<file path="config.mk">
export PLATFORM = sky130hd
export DESIGN_NAME = pli_ctrl
export DESIGN_NICKNAME = d
export VERILOG_FILES = /design/src/rtl/pli_pkg.sv /design/src/rtl/pli_ctrl.sv
export SDC_FILE = /design/constraint.sdc
export NUM_CORES = 1
export LEC_CHECK = 0
export ABC_AREA = 1
export BUFFER_PORTS_ARGS = -buffer_cell sky130_fd_sc_hd__buf_2
export CAP_MARGIN = 20
export CORE_AREA = 4 4 41 43
export DETAILED_ROUTE_END_ITERATION = 12
export DIE_AREA = 0 0 45 47
export GPL_ROUTABILITY_DRIVEN = 0
export PLACE_DENSITY = 0.45
export SYNTH_ARGS = -nofsm -noshare
export SYNTH_HDL_FRONTEND = slang
export SYNTH_SLANG_ARGS = --single-unit
</file>
<file path="constraint.sdc">
create_clock -name clk -period 1.2 [get_ports clk]
set_input_delay 0 -clock clk [delete_from_list [all_inputs] [get_ports clk]]
set_output_delay 0 -clock clk [all_outputs]
set_load 0.01 [all_outputs]
</file>
<file path="src/rtl/pli_pkg.sv">
// Package for the positional list block: status codes, operation kinds,
// default depth and the command/status structs between controller and datapath.
// No dependencies.
`timescale 1ns / 1ps

package pli_pkg;

  // default list depth (entries)
  localparam int DEPTH_DEF = 64;

  // operation kinds carried in the kind field
  localparam logic [1:0] KIND_INSERT = 2'd0;
  localparam logic [1:0] KIND_DELETE = 2'd1;
  localparam logic [1:0] KIND_DUMP   = 2'd2;

  // result status codes
  typedef enum logic [1:0] {
    STAT_DONE   = 2'd0,
    STAT_REJECT = 2'd1,
    STAT_FULL   = 2'd2,
    STAT_EMPTY  = 2'd3
  } status_t;

  // controller state
  typedef enum logic [1:0] {
    ST_IDLE,
    ST_EXEC,
    ST_DUMP
  } state_t;

  // controller -> datapath commands
  typedef struct packed {
    logic latch;      // capture the accepted item
    logic apply;      // do insert/delete, load single result
    logic dump_step;  // load head entry as result, rotate the list
  } dp_cmd_t;

  // datapath -> controller status
  typedef struct packed {
    logic dump_go;    // item is a dump of a non-empty list
    logic dump_last;  // current dump step is the final entry
  } dp_sts_t;

endpackage

</file>
<file path="src/rtl/pli_ctrl.sv">
// Controller for the positional list: sequences accept, execute and dump steps
// and owns the result valid flag. Depends on pli_pkg.
`timescale 1ns / 1ps

module pli_ctrl (
  input  logic              clk,
  input  logic              rst,
  input  logic              req_valid,
  output logic              req_ready,
  input  logic              rsp_ready,
  output logic              rsp_valid,
  input  pli_pkg::dp_sts_t  sts,
  output pli_pkg::dp_cmd_t  cmd
);
  import pli_pkg::*;

  state_t state;
  state_t state_next;
  logic   out_load;
  logic   out_free;

  // result register can take a new item
  assign out_free  = !rsp_valid || rsp_ready;
  assign req_ready = (state == ST_IDLE);

  // state register and result valid
  always_ff @(posedge clk) begin
    if (rst) begin
      state     <= ST_IDLE;
      rsp_valid <= 1'b0;
    end else begin
      state <= state_next;
      if (out_load) begin
        rsp_valid <= 1'b1;
      end else if (rsp_ready) begin
        rsp_valid <= 1'b0;
      end
    end
  end

  // next state and commands
  always_comb begin
    state_next    = state;
    cmd           = '0;
    out_load      = 1'b0;
    case (state)
      ST_IDLE: begin
        if (req_valid) begin
          cmd.latch  = 1'b1;
          state_next = ST_EXEC;
        end
      end
      ST_EXEC: begin
        if (out_free) begin
          out_load = 1'b1;
          if (sts.dump_go) begin
            cmd.dump_step = 1'b1;
            state_next    = sts.dump_last ? ST_IDLE : ST_DUMP;
          end else begin
            cmd.apply  = 1'b1;
            state_next = ST_IDLE;
          end
        end
      end
      ST_DUMP: begin
        if (out_free) begin
          out_load      = 1'b1;
          cmd.dump_step = 1'b1;
          if (sts.dump_last) begin
            state_next = ST_IDLE;
          end
        end
      end
      default: begin
        state_next = ST_IDLE;
      end
    endcase
  end

endmodule

</file>
==> results of run 1 <==
[power by group through the flow]
stage	clock network, mW	registers (mW)	logic, mW
4_1_cts	0.180	0.168	0.507
3_3_place_gp	0	0.161	0.472
5_1_grt	0.197	0.196	0.625
2_1_floorplan	0	0.167	0.304
6_report	0.174	0.186	0.548
3_5_place_dp	0	0.162	0.465
[synthesized netlist by cell type]
cell type | number | share of area (%)
nor2_1 | 7 | 9.9
nand2_1 | 8 | 11
nor3_1 | 1 | 1.9
ha_1 | 4 | 19
nor2_4 | 1 | 4.2
dfxtp_1 | 3 | 23
nand3_1 | 1 | 1.9
o21ai_0 | 1 | 1.9
inv_1 | 11 | 16
nand2_2 | 3 | 7.1
nor2_2 | 2 | 4.7
[area by class of cell]
cell class / instances / share of cell area, %
Sequential cell: 3 / 15.7
Multi-Input combinational cell: 28 / 46.4
Clock buffer: 4 / 6.09
Timing Repair Buffer: 13 / 17.4
Tap cell: 15 / 4.35
Inverter: 11 / 10.1
[how the worst max path moves through the flow]
stage	slack, ns	start	to
3_3_place_gp	-0.03	state[1]$_SDFFE_PP0P_	state[1]$_SDFFE_PP0P_
4_1_cts	-0.02	state[1]$_SDFFE_PP0P_	cmd[0]
6_report	0.03	state[0]$_SDFFE_PP0P_	cmd[1]
3_5_place_dp	-0.02	state[1]$_SDFFE_PP0P_	state[1]$_SDFFE_PP0P_
2_1_floorplan	0.05	state[0]$_SDFFE_PP0P_	state[1]$_SDFFE_PP0P_
5_1_grt	-0.05	state[0]$_SDFFE_PP0P_	state[1]$_SDFFE_PP0P_
[metal layers]
metal	share of wire (%)	vias to the layer above
met2	41	9
li1	-	156
met4	2.6	0
met1	50	108
met3	5.4	2
met5	0	-
[what timing repair did]
item	4_1_cts	5_1_grt
endpoints found under the hold margin	1	0
gates resized for setup	6	10
pin swaps	0	2
hold buffers	1	0
endpoints found under the setup margin	3	4
[worst min-delay path, stage by stage]
cell and delay, ns:
buf_2 0.07, inv_1 0.04, nand3_1 0.09, nand2_1 0.06, nand2_1 0.06, nor2_2 0.03
[logic make-up after synthesis]
kind of cell | after synthesis | synth area share, %
AO/OA/AOI/OAI | 1 | 1.88
AND/OR/NAND/NOR | 23 | 41.0
flip-flops | 3 | 22.6
buffers and inverters | 11 | 15.6
adder cells (fa/ha/maj) | 4 | 18.9
[state kept, by name, indices dropped and copies added (netlist names)]
name / cells
state: 2
rsp_valid: 1
==> metrics, run 1 <==
vias in the first global route=253; max-slew violation count=0; Std-Cell Rows=13; gr usage total=6.39%; setup_tns=0 ns; Syn Nets=52; VDD IR max=0.000864 V; crit-path cells=buf_4 > ha_1 > inv_1 > nor3_1 > buf_2; RR Startpoint=state[0]$_SDFFE_PP0P_; Layout Cells excl Fill=74; Most Crowded Layer GR=met2; CP Launch Type=register; Max Cap Viol=0; global-route wire length before repair=approximately 910 um; dpl hpwl=457 um; Total Wirelength=571 um; Switching Fraction=about two fifths; P_leak=0.241 nW; post-route cell area=432 um^2; die footprint=about 2100 um^2; setup bufs post-CTS=0; hold slack=0.163 ns; clock skew=roughly 0.0027 ns; Worst Hold Depth=6; Hold Path Class=in2reg; diode count=0; synthesis-stage register bit count=3; critical path endpoint category=output pin; count of different cell masters after synthesis=11; I/O Pins=11; Avg Cell Area, Syn=6.32 um^2; clock sinks=3; CP max FO=3; Final nets=70; via count=275; PD cells=2100 nW/um^2; status=complete, no violations; CTS tree=done; H-tree levels=1; Synth Cell Area=roughly 270 um^2; Pint=0.531 mW; DRC=0; total power=0.908 mW; RSZ-0062 raised after global routing=true; Final Util=~33%; DP Cell Count=69; WL/cell=7.72 um; Fillers=161; Die Y-Extent=about 47 um; DRT Pass-1 Iters=2; Final Hold Vio Count=0; most common cell after layout, fill and taps aside=buf_2; ANT nets after route=0; Critical Path Slowest Stage Cell=dfxtp_4; Starting Density=about 20%; worst setup margin=0.0266 ns; WP data arrival=1.17 ns; Worst Path Buf+Inv=3; Clk pwr share=19.2%; Remaining Overflow, GRT=0; Slew @ Worst Pin=0.129 ns; fmax=between 800 and 900 MHz; most frequent cells in the layout=buf_2 (10), inv_1 (8), nand2_1 (7), nor2_1 (6), nand2_2 (4); period utilization=between 90% and 100%; r2r worst-path depth=8; share of cells above drive strength 1=54.2%; M1 GR Usage=7.94%; latest clock arrival within the worst-skew pair=0.23 ns; TritonCTS Buffers=3; Synth Instances=42; largest net degree at the start of global routing=5; grt met2 use=8.76%; CP max stage delay=roughly 0.36 ns; sequential share of the synthesized area=a little under a quarter; worst r2r dst=state[1]$_SDFFE_PP0P_; Port Buffer Count=10; clk root buf=clkbuf_4; area of the multi-input gates=~200 um^2; Final Setup Violations=0; DRT iter0 DRCs=3; clock-pin slew on the worst setup and hold paths=0.04 ns; Placed Area=352 um^2; Net Sw Power=approximately 0.38 mW; Area Growth Syn to Fin=62.7%; Critical Path RT=1.20 ns; Tmin final=1.17 ns; HP Start=sts[0]; sequential power share=20.5%; WP depth=5; die width=45 um; CORE AREA=1300 um^2; kind of critical path=reg2out; cell family with most CP delay=flip-flops; initial antenna violation count=0; register area=67.6 um^2; CTS max path bufs=2; Slew headroom=between 90% and 100%; GR Layer Usage met3=1.15%; Worst Hold End=state[1]$_SDFFE_PP0P_; flop2flop setup slack=between 0.02 and 0.03 ns; Setup WS pre-CTS=-0.0169 ns; combinational group share of total power=60.3%; Synth Warn #=0; DR vias/cell=around 3.7
Note: power is estimated with default switching activity, not from simulation.
==> inputs of run 2 (changes only) <==
--- a/config.mk
+++ b/config.mk
@@ -8,11 +8,13 @@
 export ABC_AREA = 1
 export BUFFER_PORTS_ARGS = -buffer_cell sky130_fd_sc_hd__buf_2
 export CAP_MARGIN = 20
-export CORE_AREA = 4 4 41 43
+export CELL_PAD_IN_SITES_DETAIL_PLACEMENT = 1
+export CELL_PAD_IN_SITES_GLOBAL_PLACEMENT = 2
+export CORE_MARGIN = 4
+export CORE_UTILIZATION = 18
 export DETAILED_ROUTE_END_ITERATION = 12
-export DIE_AREA = 0 0 45 47
 export GPL_ROUTABILITY_DRIVEN = 0
-export PLACE_DENSITY = 0.45
+export PLACE_DENSITY = 0.69
 export SYNTH_ARGS = -nofsm -noshare
 export SYNTH_HDL_FRONTEND = slang
 export SYNTH_SLANG_ARGS = --single-unit
==> run 2 against run 1 <==
The run now ends with setup timing left; core utilization is 0.65 points higher; design area is 5.8% higher; clock power grew 5%; register-to-register slack worse by 0.02 ns; sequential share of layout area shrank 1.4 points; largest cell class unchanged.
==> metrics, run 2 (synthesized netlist as in run 1, its figures left out) <==
status=finished, violations left; failing checks=setup timing; clock-pin slew on the worst setup and hold paths=0.04 ns; Hold Path Class=in2reg; DRT iter0 DRCs=0; critical path endpoint category=output pin; max reg flops=2; H-tree levels=1; Critical Path RT=1.20 ns; Total Wirelength=791 um; most frequent cells in the layout=buf_2 (10), inv_1 (8), nand2_1 (6), nor2_1 (6), nand2_2 (5); Std-Cell Rows=13; dpl hpwl=approximately 600 um; diode count=0; global-route wire length before repair=1.31 mm; share of cells above drive strength 1=55.0%; total power=0.985 mW; CP Launch Type=register; Final Setup Violations=1; cell family with most CP delay=flip-flops; kind of critical path=reg2out; Most flops, register=state; latest clock arrival within the worst-skew pair=around 0.24 ns; die footprint=2150 um^2; CTS max path bufs=2; via count=285; DRC=0; crit-path cells=inv_4 > ha_4 > nand2_2 > inv_2 > o21ai_1 > nor2_1 > buf_2; clk root buf=clkbuf_4; die width=between 40 and 50 um; Slew @ Worst Pin=about 0.16 ns; largest net degree at the start of global routing=5; Slew headroom=89.6%; Critical Path Slowest Stage Cell=dfxtp_2; Tmin final=around 1.2 ns; worst setup margin=-0.0205 ns; Area Growth Syn to Fin=72.2%; Starting Density=19.6%; Final Hold Vio Count=0; Worst Path Buf+Inv=3; clock sinks=3; I/O Pins=11; CP max FO=3; Remaining Overflow, GRT=0; ANT nets after route=0; Port Buffer Count=10; vias in the first global route=about 300; Max Cap Viol=0; CTS tree=done; WP data arrival=1.22 ns; Die Y-Extent=46.4 um; TritonCTS Buffers=3; most common cell after layout, fill and taps aside=buf_2; DRT Pass-1 Iters=1; DR vias/cell=about 3.8; CORE AREA=1350 um^2; hold slack=0.189 ns; P_leak=between 0.2 and 0.3 nW; period utilization=102%; WL/cell=10.5 um; max-slew violation count=0; post-route cell area=457 um^2; CP max stage delay=0.35 ns; Fillers=178; Placed Area=352 um^2; clock skew=0.0104 ns; Final nets=71; initial antenna violation count=0; VDD IR max=0.000955 V; PD cells=approximately 2200 nW/um^2; fmax=819 MHz; RSZ-0062 raised after global routing=true; Regs by FF count=state: 2 flops, rsp_valid: 1 flops; gr usage total=between 9 and 10%
## run 2: through the flow
step                setup slack, ns  utilization, %  TNS (ns)  instances
floorplan                    0.0472               -         0         42
global placement            -0.0702            26.0    -0.121         69
detailed placement          -0.0749            26.0    -0.118         69
CTS                        -0.00601            32.4  -0.00608         74
global route                -0.0758            33.8    -0.230         75
finish                      -0.0205            33.8   -0.0205         75
## run 2: cell type report
type | count | area (um^2) | share of cell area, %
well taps | 15 | 18.8 | 4.11
multi-input cells | 28 | 214 | 46.8
flip-flops and latches | 3 | 65.1 | 14.2
clock buffers | 4 | 26.3 | 5.75
inverters | 11 | 46.3 | 10.1
repair buffers | 14 | 86.3 | 18.9
## run 2: worst min-delay path, cell delays in order
cell and delay [ns]:
buf_2 0.08, inv_1 0.05, nand3_1 0.10, nand2_1 0.06
nand2_1 0.07, nor2_2 0.03
## run 2: power by group
| part | leakage [nW] | total, mW | switching, mW | internal [mW] |
|---|---|---|---|---|
| Combinational | 0.210 | 0.609 | 0.320 | 0.289 |
| Sequential | 0.0258 | 0.193 | 0.0461 | 0.147 |
| Clock | 0.0150 | 0.183 | 0.0580 | 0.125 |
## run 2: timing repair
item                                    CTS  global route
gates cloned                              0             0
hold buffers                              1             0
endpoints found under the hold margin     1             0
setup buffers                             0             1
pin swaps                                 3             8
endpoints found under the setup margin    3             4
resized for setup                        14             5
## run 2: final timing paths
path | start | end | slack (ns) | cells past startpoint
worst max-delay path | state[1]$_SDFFE_PP0P_ | cmd[0] | -0.02 | 7
worst min-delay path | sts[0] | state[1]$_SDFFE_PP0P_ | 0.19 | 6
worst max register to register | state[1]$_SDFFE_PP0P_ | state[1]$_SDFFE_PP0P_ | 0.01 | 8
worst min register to register | state[0]$_SDFFE_PP0P_ | state[0]$_SDFFE_PP0P_ | 0.55 | 2
## run 2: layer usage
metal / global-route usage (%) / wire [um] / vias to the layer above / part of all wire, %
met5: 0 / 0 / - / 0
met4: 1.70 / 0 / 0 / 0
met3: 4.69 / 47 / 0 / 5.9
li1: - / - / 155 / -
met2: 15.9 / 422 / 7 / 53
met1: 9.86 / 321 / 123 / 41
